`config.mk`:
```
export PLATFORM = sky130hd
export DESIGN_NAME = udec_core
export DESIGN_NICKNAME = d
export VERILOG_FILES = /design/src/rtl/udec_pkg.sv /design/src/rtl/udec_core.sv
export SDC_FILE = /design/constraint.sdc
export NUM_CORES = 2
export LEC_CHECK = 0
export BUFFER_PORTS_ARGS = -buffer_cell sky130_fd_sc_hd__buf_2
export CORE_AREA = 2 2 308 310
export DETAILED_ROUTE_END_ITERATION = 16
export DIE_AREA = 0 0 310 312
export GPL_TIMING_DRIVEN = 0
export PLACE_DENSITY = 0.61
export SYNTH_ARGS = -nofsm -noshare
export SYNTH_HDL_FRONTEND = slang
export SYNTH_SLANG_ARGS = --single-unit
```
`constraint.sdc`:
```
create_clock -name clk -period 5 [get_ports clk]
set_input_delay 0.75 -clock clk [delete_from_list [all_inputs] [get_ports clk]]
set_output_delay 0.75 -clock clk [all_outputs]
set_load 0.01 [all_outputs]
```
`src/rtl/udec_pkg.sv`:
```
// package: shared constants and types for the usb endpoint controller
`default_nettype none
package udec_pkg;
	localparam int Endpoints = 16;
	localparam int FifoDepth = 64;
	localparam int EpW = 4;
	localparam int PtrW = 6;
	localparam int MemAw = EpW + PtrW;

	typedef enum logic [4:0] {
		REQ_EN = 5'd0, REQ_DIS = 5'd1, REQ_COUNT = 5'd2, REQ_IRQ_EN = 5'd3,
		REQ_IRQ_DIS = 5'd4, REQ_STALL = 5'd5, REQ_UNSTALL = 5'd6, REQ_STALL_Q = 5'd7,
		REQ_RESET = 5'd8, REQ_RAISE = 5'd9, REQ_CLEAR = 5'd10, REQ_EV_Q = 5'd11,
		REQ_ANY_Q = 5'd12, REQ_READ = 5'd13, REQ_WRITE = 5'd14, REQ_DEV_RAISE = 5'd15,
		REQ_DEV_CLEAR = 5'd16, REQ_DEV_EN = 5'd17, REQ_DEV_DIS = 5'd18,
		REQ_DEV_Q = 5'd19
	} req_t;

	localparam logic [1:0] EV_SETUP = 2'd0;
	localparam logic [1:0] EV_OUT = 2'd1;
	localparam logic [1:0] EV_IN = 2'd2;

	localparam logic [2:0] NOTE_NONE = 3'd0;
	localparam logic [2:0] NOTE_RXPOLL = 3'd1;
	localparam logic [2:0] NOTE_TXPOLL = 3'd2;
	localparam logic [2:0] NOTE_RXCMPL = 3'd3;
	localparam logic [2:0] NOTE_TXAVAL = 3'd4;

	typedef struct packed {
		logic [4:0] req_type;
		logic       dir;
		logic [3:0] endpoint;
		logic [1:0] ep_type;
		logic [1:0] event_kind;
		logic [2:0] dev_irq;
		logic [7:0] wr_byte;
	} req_item_t;

	typedef struct packed {
		logic [7:0] rsp_data;
		logic       irq_line;
		logic [2:0] note_kind;
		logic       note_dir;
		logic [3:0] note_ep;
		logic       last;
	} rsp_item_t;

	typedef struct packed {
		logic [2:0] kind;
		logic       dir;
		logic [3:0] ep;
	} note_t;

	// one access worth of results, held until all beats are sent
	typedef struct packed {
		logic [1:0]      n_notes;
		note_t [2:0]     notes;
		logic            irq;
		logic [7:0]      rsp;
		logic            rsp_from_mem;
	} acc_res_t;
endpackage
`default_nettype wire

```
`src/rtl/udec_core.sv`:
```
// endpoint state and the single pass that executes one access
`default_nettype none
module udec_core
	import udec_pkg::*;
(
	input  wire logic      clk,
	input  wire logic      arst_n,
	input  wire logic      go,
	input  wire req_item_t req,
	output acc_res_t       res,
	output logic           mem_re,
	output logic           mem_dir,
	output logic [MemAw-1:0] mem_raddr,
	output logic           mem_we_in,
	output logic           mem_we_out,
	output logic [MemAw-1:0] mem_waddr
);
	logic [PtrW-1:0] in_wc_q [Endpoints];
	logic [PtrW-1:0] out_wc_q [Endpoints];
	logic [PtrW-1:0] in_ri_q [Endpoints];
	logic [PtrW-1:0] out_ri_q [Endpoints];
	logic [2:0] in_kind_q [Endpoints];
	logic [2:0] out_kind_q [Endpoints];
	logic [15:0] setup_q, rx_q, tx_q, in_ie_q, out_ie_q, in_st_q, out_st_q;
	logic [7:0] dev_ev_q, dev_ie_q;

	logic [15:0] setup_n, rx_n, tx_n, in_ie_n, out_ie_n, in_st_n, out_st_n;
	logic [7:0] dev_ev_n, dev_ie_n;
	logic [15:0] b;
	logic [7:0] db;
	logic [3:0] ep;
	logic d;
	logic [1:0] nn;
	note_t [2:0] nt;
	logic [7:0] rsp;
	logic wr_in_kind, wr_out_kind;
	logic [2:0] new_in_kind, new_out_kind;
	logic rst_in, rst_out, inc_in_wc, inc_out_wc, inc_in_ri, inc_out_ri;
	logic in_ctl, out_ctl;

	function automatic logic [PtrW-1:0] wrap_next(input logic [PtrW-1:0] v);
		return (v == PtrW'(FifoDepth - 1)) ? '0 : v + 1'b1;
	endfunction

	always_comb begin
		ep = req.endpoint;
		d = req.dir;
		b = 16'(1) << ep;
		db = 8'(1) << req.dev_irq;
		in_ctl = (in_kind_q[ep][1:0] == 2'd0);
		out_ctl = (out_kind_q[ep][1:0] == 2'd0);
		setup_n = setup_q; rx_n = rx_q; tx_n = tx_q;
		in_ie_n = in_ie_q; out_ie_n = out_ie_q;
		in_st_n = in_st_q; out_st_n = out_st_q;
		dev_ev_n = dev_ev_q; dev_ie_n = dev_ie_q;
		nn = 2'd0;
		nt = '0;
		rsp = 8'd0;
		wr_in_kind = 1'b0; wr_out_kind = 1'b0;
		new_in_kind = 3'd0; new_out_kind = 3'd0;
		rst_in = 1'b0; rst_out = 1'b0;
		inc_in_wc = 1'b0; inc_out_wc = 1'b0; inc_in_ri = 1'b0; inc_out_ri = 1'b0;
		mem_re = 1'b0;
		case (req.req_type)
			REQ_EN: begin
				if (req.ep_type == 2'd0 || !d) begin
					wr_out_kind = 1'b1;
				end
				if (req.ep_type == 2'd0 || d) begin
					wr_in_kind = 1'b1;
				end
				new_in_kind = {1'b1, req.ep_type};
				new_out_kind = {1'b1, req.ep_type};
			end
			REQ_DIS: begin
				wr_out_kind = out_ctl || !d;
				wr_in_kind = out_ctl || d;
			end
			REQ_COUNT: rsp = {2'b0, d ? in_wc_q[ep] : out_wc_q[ep]};
			REQ_IRQ_EN: begin
				if (!d) out_ie_n = out_ie_q | b;
				else in_ie_n = in_ie_q | b;
				nn = 2'd1;
				nt[0] = '{d ? NOTE_TXPOLL : NOTE_RXPOLL, d, ep};
			end
			REQ_IRQ_DIS: begin
				if (!d) out_ie_n = out_ie_q & ~b;
				else in_ie_n = in_ie_q & ~b;
			end
			REQ_STALL: begin
				// order: setup clear (re-arms in), other event, own event
				if (!d) begin
					out_st_n = out_st_q | b;
					if (out_ctl) begin
						if ((setup_q & b) != 0) begin
							nt[nn] = '{NOTE_RXCMPL, 1'b0, ep}; nn = nn + 1'b1;
						end
						setup_n = setup_q & ~b;
						// in flag is re-armed then cleared with a note
						nt[nn] = '{NOTE_TXAVAL, 1'b1, ep}; nn = nn + 1'b1;
						tx_n = tx_q & ~b;
					end
					if ((rx_q & b) != 0) begin
						nt[nn] = '{NOTE_RXCMPL, 1'b0, ep}; nn = nn + 1'b1;
					end
					rx_n = rx_q & ~b;
				end else begin
					in_st_n = in_st_q | b;
					if (in_ctl) begin
						if ((setup_q & b) != 0) begin
							nt[nn] = '{NOTE_RXCMPL, 1'b0, ep}; nn = nn + 1'b1;
						end
						setup_n = setup_q & ~b;
						if ((rx_q & b) != 0) begin
							nt[nn] = '{NOTE_RXCMPL, 1'b0, ep}; nn = nn + 1'b1;
						end
						rx_n = rx_q & ~b;
						nt[nn] = '{NOTE_TXAVAL, 1'b1, ep}; nn = nn + 1'b1;
					end else if ((tx_q & b) != 0) begin
						nt[nn] = '{NOTE_TXAVAL, 1'b1, ep}; nn = nn + 1'b1;
					end
					tx_n = tx_q & ~b;
				end
			end
			REQ_UNSTALL, REQ_RESET: begin
				if (req.req_type == REQ_RESET) begin
					rst_in = d; rst_out = !d;
				end
				if (!d) out_st_n = out_st_q & ~b;
				else begin
					in_st_n = in_st_q & ~b;
					if (!in_ctl) tx_n = tx_q | b;
				end
			end
			REQ_STALL_Q: rsp = {7'd0, ((d ? in_st_q : out_st_q) & b) != 0};
			REQ_RAISE: begin
				case (req.event_kind)
					EV_SETUP: begin
						rst_in = 1'b1; rst_out = 1'b1;
						in_st_n = in_st_q & ~b;
						out_st_n = out_st_q & ~b;
						setup_n = setup_q | b;
						if (((tx_q | (in_ctl ? 16'd0 : b)) & b) != 0) begin
							nt[nn] = '{NOTE_TXAVAL, 1'b1, ep}; nn = nn + 1'b1;
						end
						tx_n = tx_q & ~b;
						if ((rx_q & b) != 0) begin
							nt[nn] = '{NOTE_RXCMPL, 1'b0, ep}; nn = nn + 1'b1;
						end
						rx_n = rx_q & ~b;
					end
					EV_OUT: rx_n = rx_q | b;
					EV_IN: tx_n = tx_q | b;
					default: ;
				endcase
			end
			REQ_CLEAR: begin
				case (req.event_kind)
					EV_SETUP: begin
						if ((setup_q & b) != 0) begin
							nt[0] = '{NOTE_RXCMPL, 1'b0, ep}; nn = 2'd1;
						end
						setup_n = setup_q & ~b;
						tx_n = tx_q | b;
					end
					EV_OUT: begin
						if ((rx_q & b) != 0) begin
							nt[0] = '{NOTE_RXCMPL, 1'b0, ep}; nn = 2'd1;
						end
						rx_n = rx_q & ~b;
					end
					EV_IN: begin
						if ((tx_q & b) != 0) begin
							nt[0] = '{NOTE_TXAVAL, 1'b1, ep}; nn = 2'd1;
						end
						tx_n = tx_q & ~b;
					end
					default: ;
				endcase
			end
			REQ_EV_Q: begin
				case (req.event_kind)
					EV_SETUP: rsp = {7'd0, (setup_q & b) != 0};
					EV_OUT: rsp = {7'd0, (rx_q & b) != 0};
					EV_IN: rsp = {7'd0, (tx_q & b) != 0};
					default: rsp = 8'd0;
				endcase
			end
			REQ_ANY_Q: rsp = {7'd0,
				(((out_ie_q & b) != 0) && (((setup_q | rx_q | out_st_q) & b) != 0)) ||
				(((in_ie_q & b) != 0) && (((tx_q | in_st_q) & b) != 0))};
			REQ_READ: begin
				mem_re = 1'b1;
				inc_in_ri = d; inc_out_ri = !d;
			end
			REQ_WRITE: begin
				inc_in_wc = d; inc_out_wc = !d;
			end
			REQ_DEV_RAISE: dev_ev_n = dev_ev_q | db;
			REQ_DEV_CLEAR: dev_ev_n = dev_ev_q & ~db;
			REQ_DEV_EN: dev_ie_n = dev_ie_q | db;
			REQ_DEV_DIS: dev_ie_n = dev_ie_q & ~db;
			REQ_DEV_Q: rsp = {7'd0, (dev_ev_q & db) != 0};
			default: ;
		endcase
		mem_re = mem_re & go;
		mem_dir = d;
		mem_raddr = {ep, d ? in_ri_q[ep] : out_ri_q[ep]};
		mem_waddr = {ep, d ? in_wc_q[ep] : out_wc_q[ep]};
		mem_we_in = go && inc_in_wc;
		mem_we_out = go && inc_out_wc;
	end

	always_ff @(posedge clk or negedge arst_n) begin
		if (!arst_n) begin
			for (int i = 0; i < Endpoints; i++) begin
				in_wc_q[i] <= '0; out_wc_q[i] <= '0;
				in_ri_q[i] <= '0; out_ri_q[i] <= '0;
				in_kind_q[i] <= '0; out_kind_q[i] <= '0;
			end
			setup_q <= '0; rx_q <= '0; tx_q <= '0;
			in_ie_q <= '0; out_ie_q <= '0; in_st_q <= '0; out_st_q <= '0;
			dev_ev_q <= '0; dev_ie_q <= '0;
			res <= '0;
		end else if (go) begin
			setup_q <= setup_n; rx_q <= rx_n; tx_q <= tx_n;
			in_ie_q <= in_ie_n; out_ie_q <= out_ie_n;
			in_st_q <= in_st_n; out_st_q <= out_st_n;
			dev_ev_q <= dev_ev_n; dev_ie_q <= dev_ie_n;
			if (wr_in_kind) in_kind_q[ep] <= new_in_kind;
			if (wr_out_kind) out_kind_q[ep] <= new_out_kind;
			if (rst_in) begin
				in_wc_q[ep] <= '0; in_ri_q[ep] <= '0;
			end
			if (rst_out) begin
				out_wc_q[ep] <= '0; out_ri_q[ep] <= '0;
			end
			if (inc_in_wc) in_wc_q[ep] <= wrap_next(in_wc_q[ep]);
			if (inc_out_wc) out_wc_q[ep] <= wrap_next(out_wc_q[ep]);
			if (inc_in_ri) in_ri_q[ep] <= wrap_next(in_ri_q[ep]);
			if (inc_out_ri) out_ri_q[ep] <= wrap_next(out_ri_q[ep]);
			res.n_notes <= nn;
			res.notes <= nt;
			res.rsp <= rsp;
			res.rsp_from_mem <= (req.req_type == REQ_READ);
			res.irq <= ((dev_ev_n & dev_ie_n) != 0) || ((tx_n & in_ie_n) != 0) ||
				(((rx_n | setup_n) & out_ie_n) != 0);
		end
	end
endmodule
`default_nettype wire

```
# Yosys cells after proc, flatten, opt, wreduce, memory -nomap -nowiden
# Index checks and enable logic that the tools add are counted.
[totals]
ff_bits = 644
input_bits = 28
output_inout_bits = 60
elab_cells = 427
[classes]
add_sub_neg = 9
order_cmp = 12
eq_ne = 30
shift = 2
mux = 169
n_bitwise = 45
n_reduce_logical = 42
[ops]
columns = ["operator", "n"]
rows = [
  ["$mux 96", 12],
  ["$reduce_bool 32->1", 13],
  ["$mux 16", 25],
  ["$and 96x96->96", 4],
  ["$bwmux 96", 4],
  ["$and 16x16->16", 18],
  ["$mux 24", 11],
  ["$or 16x16->16", 12],
  ["$pmux 16 s2", 6],
  ["$pmux 16 s3", 4],
  ["$mux 8", 16],
  ["$bwmux 24", 5],
  ["$bmux 6 s4", 4],
  ["$bwmux 48", 2],
  ["$not 96->96", 1],
  ["$mux 6", 15],
  ["$demux 8 s2", 5],
  ["$pmux 16 s4", 1],
  ["$mux 2", 25],
  ["$eq 5x4->1 const B", 8],
  ["$and 8x8->8", 4],
  ["$pmux 8 s2", 2],
  ["$pmux 8 s4", 1],
  ["$pmux 6 s5", 1],
  ["other kinds (41)", 110],
]

# Depth between registers and ports, before layout
[logic_depth]
word_depth = 21
ltp_mapped = 20
ltp_nobuf = 12

# Worst setup path after synthesis
# Ideal clock, no wire load.
[synth_timing]
kind = "input port to flip-flop"
startpoint = "input port req[15] (netlist bit)"
endpoint = "register res[10] (netlist bit)"
setup_time_ns = 0.138
arrival_ns = 3.900
slack_ns = 0.962
stages = 18
cell_sequence = "buf_6 > buf_12 > buf_12 > buf_12 > buf_8 > buf_2 > nor4b_1 > a22oi_1 > and3_1 > nand4_1 > buf_2 > inv_1 > ha_1 > nor2_1 > o211a_1 > o21ai_0 > a2111oi_2 > nor2_1"
[synth_via]
elab_chain_len = 20
elab_cells_between_ends = 95
cone_classes = "2 x add/sub; 10 x order compare; 1 x shift; 65 x mux; 6 x bitwise; 11 x reduce/logical"
[synth_lines]
columns = ["element", "line_no", "text"]
rows = [
  ["start: declaration", "udec_core.sv:9", "input wire req_item_t req,"],
  ["$not 4->5 (not written as such) / $shl 1x4->16 (equally long branches)", "udec_core.sv:50, udec_core.sv:51, udec_core.sv:48", ""],
  ["$bmux 3 s4 / $and 16x16->16 (equally long branches)", "n/a", ""],
  ["$mux 2 (not written as such) / $reduce_bool 32->1 (equally long branches)", "n/a", ""],
  ["$mux 2 (not written as such) / $mux 1 (equally long branches)", "udec_core.sv:50, udec_core.sv:95, udec_core.sv:110", ""],
  ["$logic_not 2->1 / $mux 2 (equally long branches)", "udec_core.sv:50, udec_core.sv:109", ""],
  ["$mux 16 / $mux 2 (equally long branches)", "udec_core.sv:143, udec_core.sv:92", ""],
  ["$or 16x16->16 / $mux 2 (equally long branches)", "udec_core.sv:143, udec_core.sv:64", ""],
  ["$and 16x16->16, or another cell as far along", "udec_core.sv:143", "if (((tx_q | (in_ctl ? 16'd0 : b)) & b) != 0) begin"],
  ["(+4 left out)", "n/a", ""],
  ["$lt 2x3->1 (not written as such), or another cell as far along", "udec_core.sv:148", "nt[nn] = '{NOTE_RXCMPL, 1'b0, ep}; nn = nn + 1'b1;"],
  ["$logic_and 1x1->1 (not written as such), or another cell as far along", "udec_core.sv:148", ""],
  ["$mux 8 (not written as such), or another cell as far along", "udec_core.sv:148", ""],
  ["$demux 8 s2, or another cell as far along", "udec_core.sv:148", ""],
  ["$bwmux 24 (on tied branches)", "udec_core.sv:148, udec_core.sv:118", ""],
  ["$mux 24 / $mux 8 (equally long branches)", "udec_core.sv:147, udec_core.sv:109", ""],
  ["$mux 24 (on tied branches)", "udec_core.sv:137, udec_core.sv:92", ""],
  ["$pmux 8 s4 *", "udec_core.sv:64", "case (req.req_type)"],
  ["end: declaration", "udec_core.sv:10", "output acc_res_t res,"],
]
# Every way passes the cells marked *; elsewhere a longest branch is shown, timed or not. The select of a mux whose other input is x is not followed.
# A chain may end at the register's enable or synchronous reset.

# Worst setup path in the final report
[layout_timing]
startpoint = "input port req[17] (netlist bit)"
endpoint = "register res[9] (netlist bit)"
[layout_via]
elab_chain_len = 12
elab_cells_between_ends = 52
cone_classes = "1 x shift; 30 x mux; 15 x bitwise; 6 x reduce/logical"
[layout_lines]
columns = ["element", "line_no", "text"]
rows = [
  ["$not 4->5 (not written as such)", "udec_core.sv:50, udec_core.sv:51", ""],
  ["$bmux 3 s4 (on tied branches)", "udec_core.sv:50, udec_core.sv:51", ""],
  ["$mux 2 (on tied branches) (2 in a row)", "udec_core.sv:50, udec_core.sv:51", ""],
  ["$logic_not 2->1 (on tied branches)", "udec_core.sv:50, udec_core.sv:51", ""],
  ["$mux 16 (on tied branches)", "udec_core.sv:109, udec_core.sv:94, udec_core.sv:132", ""],
  ["$mux 16 (on tied branches)", "udec_core.sv:92, udec_core.sv:129", ""],
  ["$pmux 16 s3 / $pmux 16 s4 (equally long branches)", "udec_core.sv:64", ""],
  ["$or 16x16->16 / $and 16x16->16 (equally long branches)", "udec_core.sv:247, udec_core.sv:246", ""],
  ["$and 16x16->16 / $reduce_bool 32->1 (equally long branches)", "udec_core.sv:247, udec_core.sv:246", ""],
  ["$reduce_bool 32->1 / $logic_or 1x1->1 (equally long branches)", "udec_core.sv:247, udec_core.sv:246", ""],
  ["$logic_or 1x1->1 *", "udec_core.sv:246", "res.irq <= ((dev_ev_n & dev_ie_n) != 0) || ((tx_n & in_ie_n) != 0) ||"],
]
# Marked as above.

==> results.json <==
{
  "path_cells": "buf_2 > buf_2 > buf_2 > buf_2 > clkdlybuf4s15_2 > nand4b_1 > buf_2 > nor4_1 > o32ai_1 > o22ai_2 > o221ai_1 > nor4_2 > a21oi_1",
  "dieArea_mm2": 0.09672,
  "yosys_register_bits": 606,
  "cpMostUsedCell": "buf_2",
  "dieHeight_um": 312,
  "antenna_found_initial": 11,
  "crit_start": "req[17]",
  "final.period_utilization_pct": 102.4,
  "wl_per_cell_um": 34.74,
  "layout_common_cells": "dfrtp_1, nand2_1, o21ai_0",
  "syn_area_mm2": 0.03253,
  "vias_per_cell": 6.523,
  "coreArea_mm2": 0.09305,
  "power.share.combinational_pct": 10.8,
  "clkPwrFrac_pct": 46.5,
  "worstSetupPathType": "input pin to register",
  "start_util_pct": 34.96,
  "seq_power_share_pct": 42.7,
  "cts_htree_levels": 3,
  "power.density_mw_per_mm2": 321.7,
  "grt.overflow.total": 0,
  "route.detailed.drc": 0,
  "grt_pass1_wl_um": 228600,
  "hpwl_um": 118300,
  "critPathBufInv": 6,
  "reg2reg_setup_slack_ns": 0.95,
  "track_usage_pct": 33.27,
  "setup_viol": 4,
  "max_freq_mhz": 195.3,
  "dpl_worst_slack_ns": -2.622,
  "power.internal_uw": 8674,
  "cp_top_family": "buffers and inverters",
  "ys_types": 103,
  "drv_slew": 22,
  "rsz0062_at_grt": "false",
  "cpMaxStageDelayCell": "clkdlybuf4s15_2",
  "synthFlopType": "dfrtp_1",
  "postSynthAreaPerCell_um2": 10.29,
  "ir_worst_vdd_v": 0.0002637,
  "finClkSkew_ns": 0.02722,
  "portBuffers": 72,
  "relSlewSlack_pct": -1.730,
  "finalHoldViolCount": 0,
  "pin_count": 88,
  "postSynth.asyncResetShare_pct": 100.0,
  "tns_ns": -0.2259,
  "maxCapViolations": 3,
  "start_kind": "input pin",
  "final_common_cell": "dfrtp_1",
  "cts_tree": "done",
  "seq_area_frac_synth_pct": 46.62,
  "vias": 30300,
  "rows": 112,
  "grt_pass1_vias": 29340,
  "cts.sinks": 606,
  "place.gp.congestion": 1.041,
  "cp.depth": 13,
  "worst_path_largest_cell_delay_ns": 0.54,
  "area_growth_pct": 15.52,
  "grt_max_degree": 110,
  "ant_nets": 0,
  "fin_nets": 3365,
  "min_period_ns": 5.121,
  "p_switching_uw": 3413,
  "p_leak_uw": 0.01573,
  "end_kind": "register",
  "status": "complete, but fails checks",
  "root_buffer": "clkbuf_16",
  "critPathCapture": "res[9]$_DFFE_PN0P_",
  "r2r-start": "in_kind_q[36]$_DFFE_PN0P_",
  "drive_gt1_share_pct": 17.11,
  "clkLatencyLatePin_ns": 0.67,
  "first_pass_iters": 6,
  "r2r_end": "res[9]$_DFFE_PN0P_",
  "synth-edff-count": 0,
  "crit_arrival_ns": 5.63,
  "cts_made_buffers": 71,
  "hold_class": "input pin to async pin",
  "ys_warn_count": 0,
  "clockBufferDepth": 3,
  "switching_share_pct": 28.24,
  "synth_cells": 3161,
  "failed_checks": "max-capacitance violations, max-slew violations, negative setup slack",
  "setup_slack_ns": -0.1207,
  "tightest_slew_ns": 1.526,
  "worstPathMaxFanout": 10,
  "routed_wl_um": 161400,
  "drt_iter0_drc": 4265,
  "r2r_cells": 10,
  "die_x_um": 310,
  "clk_pin_slew_ns": 0.06,
  "cp.required_ns": 5.51
}
[Yosys cell counts (all sizes together) (10+ instances only)]
master | n | area, um^2
dfrtp | 606 | 15160
o21ai | 445 | 2246
nand2 | 425 | 1605
a22o | 188 | 1647
clkbuf | 179 | 671.9
nor2 | 162 | 610.6
mux4 | 135 | 3097
buf | 100 | 645.6
a21oi | 98 | 494.2
nand3 | 88 | 445.4
mux2 | 76 | 855.8
o31ai | 65 | 488.0
nor3 | 61 | 305.3
a31oi | 49 | 306.5
a22oi | 43 | 322.8
a32o | 41 | 410.4
inv | 32 | 120.1
nand4 | 23 | 143.9
mux2i | 20 | 229.0
and2 | 16 | 100.1
a21o | 15 | 112.6
o211ai | 15 | 117.6
o41ai | 14 | 130.1
a211oi | 13 | 102.6
a221oi | 13 | 113.9
nor3b | 13 | 97.59
a21boi | 10 | 78.82
o21a | 10 | 75.07
[kinds of logic after synthesis]
group / share of synthesized area [%]
compound gates: 22.91
simple gates: 12.46
flops: 46.62
buf+inv: 4.420
mux: 12.86
xor+xnor: 0.3770
fa+ha+maj: 0.3462
other cells: 0.01153
[power by group through the flow]
| stage | clock (uW) | sequential, uW | combinational [uW] |
|---|---|---|---|
| after floorplan | 0 | 5180 | 627 |
| after detailed placement | 0 | 5240 | 1230 |
| after global placement | 0 | 5250 | 1210 |
| final | 5620 | 5170 | 1310 |
| after global routing | 5870 | 5160 | 1350 |
| after CTS | 5660 | 5150 | 1250 |
[sequential cells by signal, summed over array words and instances (netlist names), named ones only]
signal	flops
in_ie_q	16
out_wc_q	96
tx_q	16
dev_ie_q	8
dev_ev_q	8
in_kind_q	32
rx_q	16
out_ri_q	96
res	30
in_wc_q	96
out_kind_q	32
setup_q	16
in_ri_q	96
out_ie_q	16
[routing by layer]
| layer | part of all wire [%] | global-route usage, % |
|---|---|---|
| met1 | 40 | 44.84 |
| met2 | 42 | 47.47 |
| met3 | 11 | 10.65 |
| met5 | 0.022 | 0 |
| met4 | 6.3 | 17.71 |
[worst min path at each step]
stage	start	to	slack (ns)	cells after the start
2_1_floorplan	in_ri_q[13]$_DFFE_PN0P_	in_ri_q[13]$_DFFE_PN0P_	0.44	2
3_3_place_gp	in_wc_q[66]$_DFFE_PN0P_	in_wc_q[66]$_DFFE_PN0P_	0.45	2
3_5_place_dp	in_wc_q[90]$_DFFE_PN0P_	in_wc_q[90]$_DFFE_PN0P_	0.46	2
4_1_cts	arst_n	in_wc_q[15]$_DFFE_PN0P_	0.14	1
5_1_grt	arst_n	in_wc_q[9]$_DFFE_PN0P_	0.17	1
6_report	arst_n	in_wc_q[15]$_DFFE_PN0P_	0.08	1
[repair_timing]
item / in CTS / in global routing
hold endpoints to repair: 0 / 0
setup endpoints to repair: 143 / 26
buffers inserted: 5 / 8
hold buffers: 0 / 0
gates resized for setup: 60 / 30
pin swaps: 2 / 4
[per-stage QoR]
step | cells | hold WS, ns | utilization [%] | instance area [um^2] | total power [uW]
global route | 4637 | 0.1721 | 40.36 | 37550 | 12380
global placement | 4488 | 0.4542 | 37.03 | 34460 | 6459
finish | 4646 | 0.07998 | 40.38 | 37580 | 12090
detailed placement | 4498 | 0.4644 | 37.30 | 34710 | 6468
CTS | 4629 | 0.1356 | 40.24 | 37440 | 12070
floorplan | 3162 | 0.4416 | - | 32530 | 5803
[cell type report]
cell class	count	area, um^2
fill	9202	55470
multi-input combinational	2245	16170
sequential	606	15160
clock buffer	98	2041
tap	1254	1569
buffer	276	1395
timing repair buffer	96	659.4
clock inverter	30	430.4
inverter	32	120.1
antenna	9	22.52
Power figures use the tool's default switching activity.
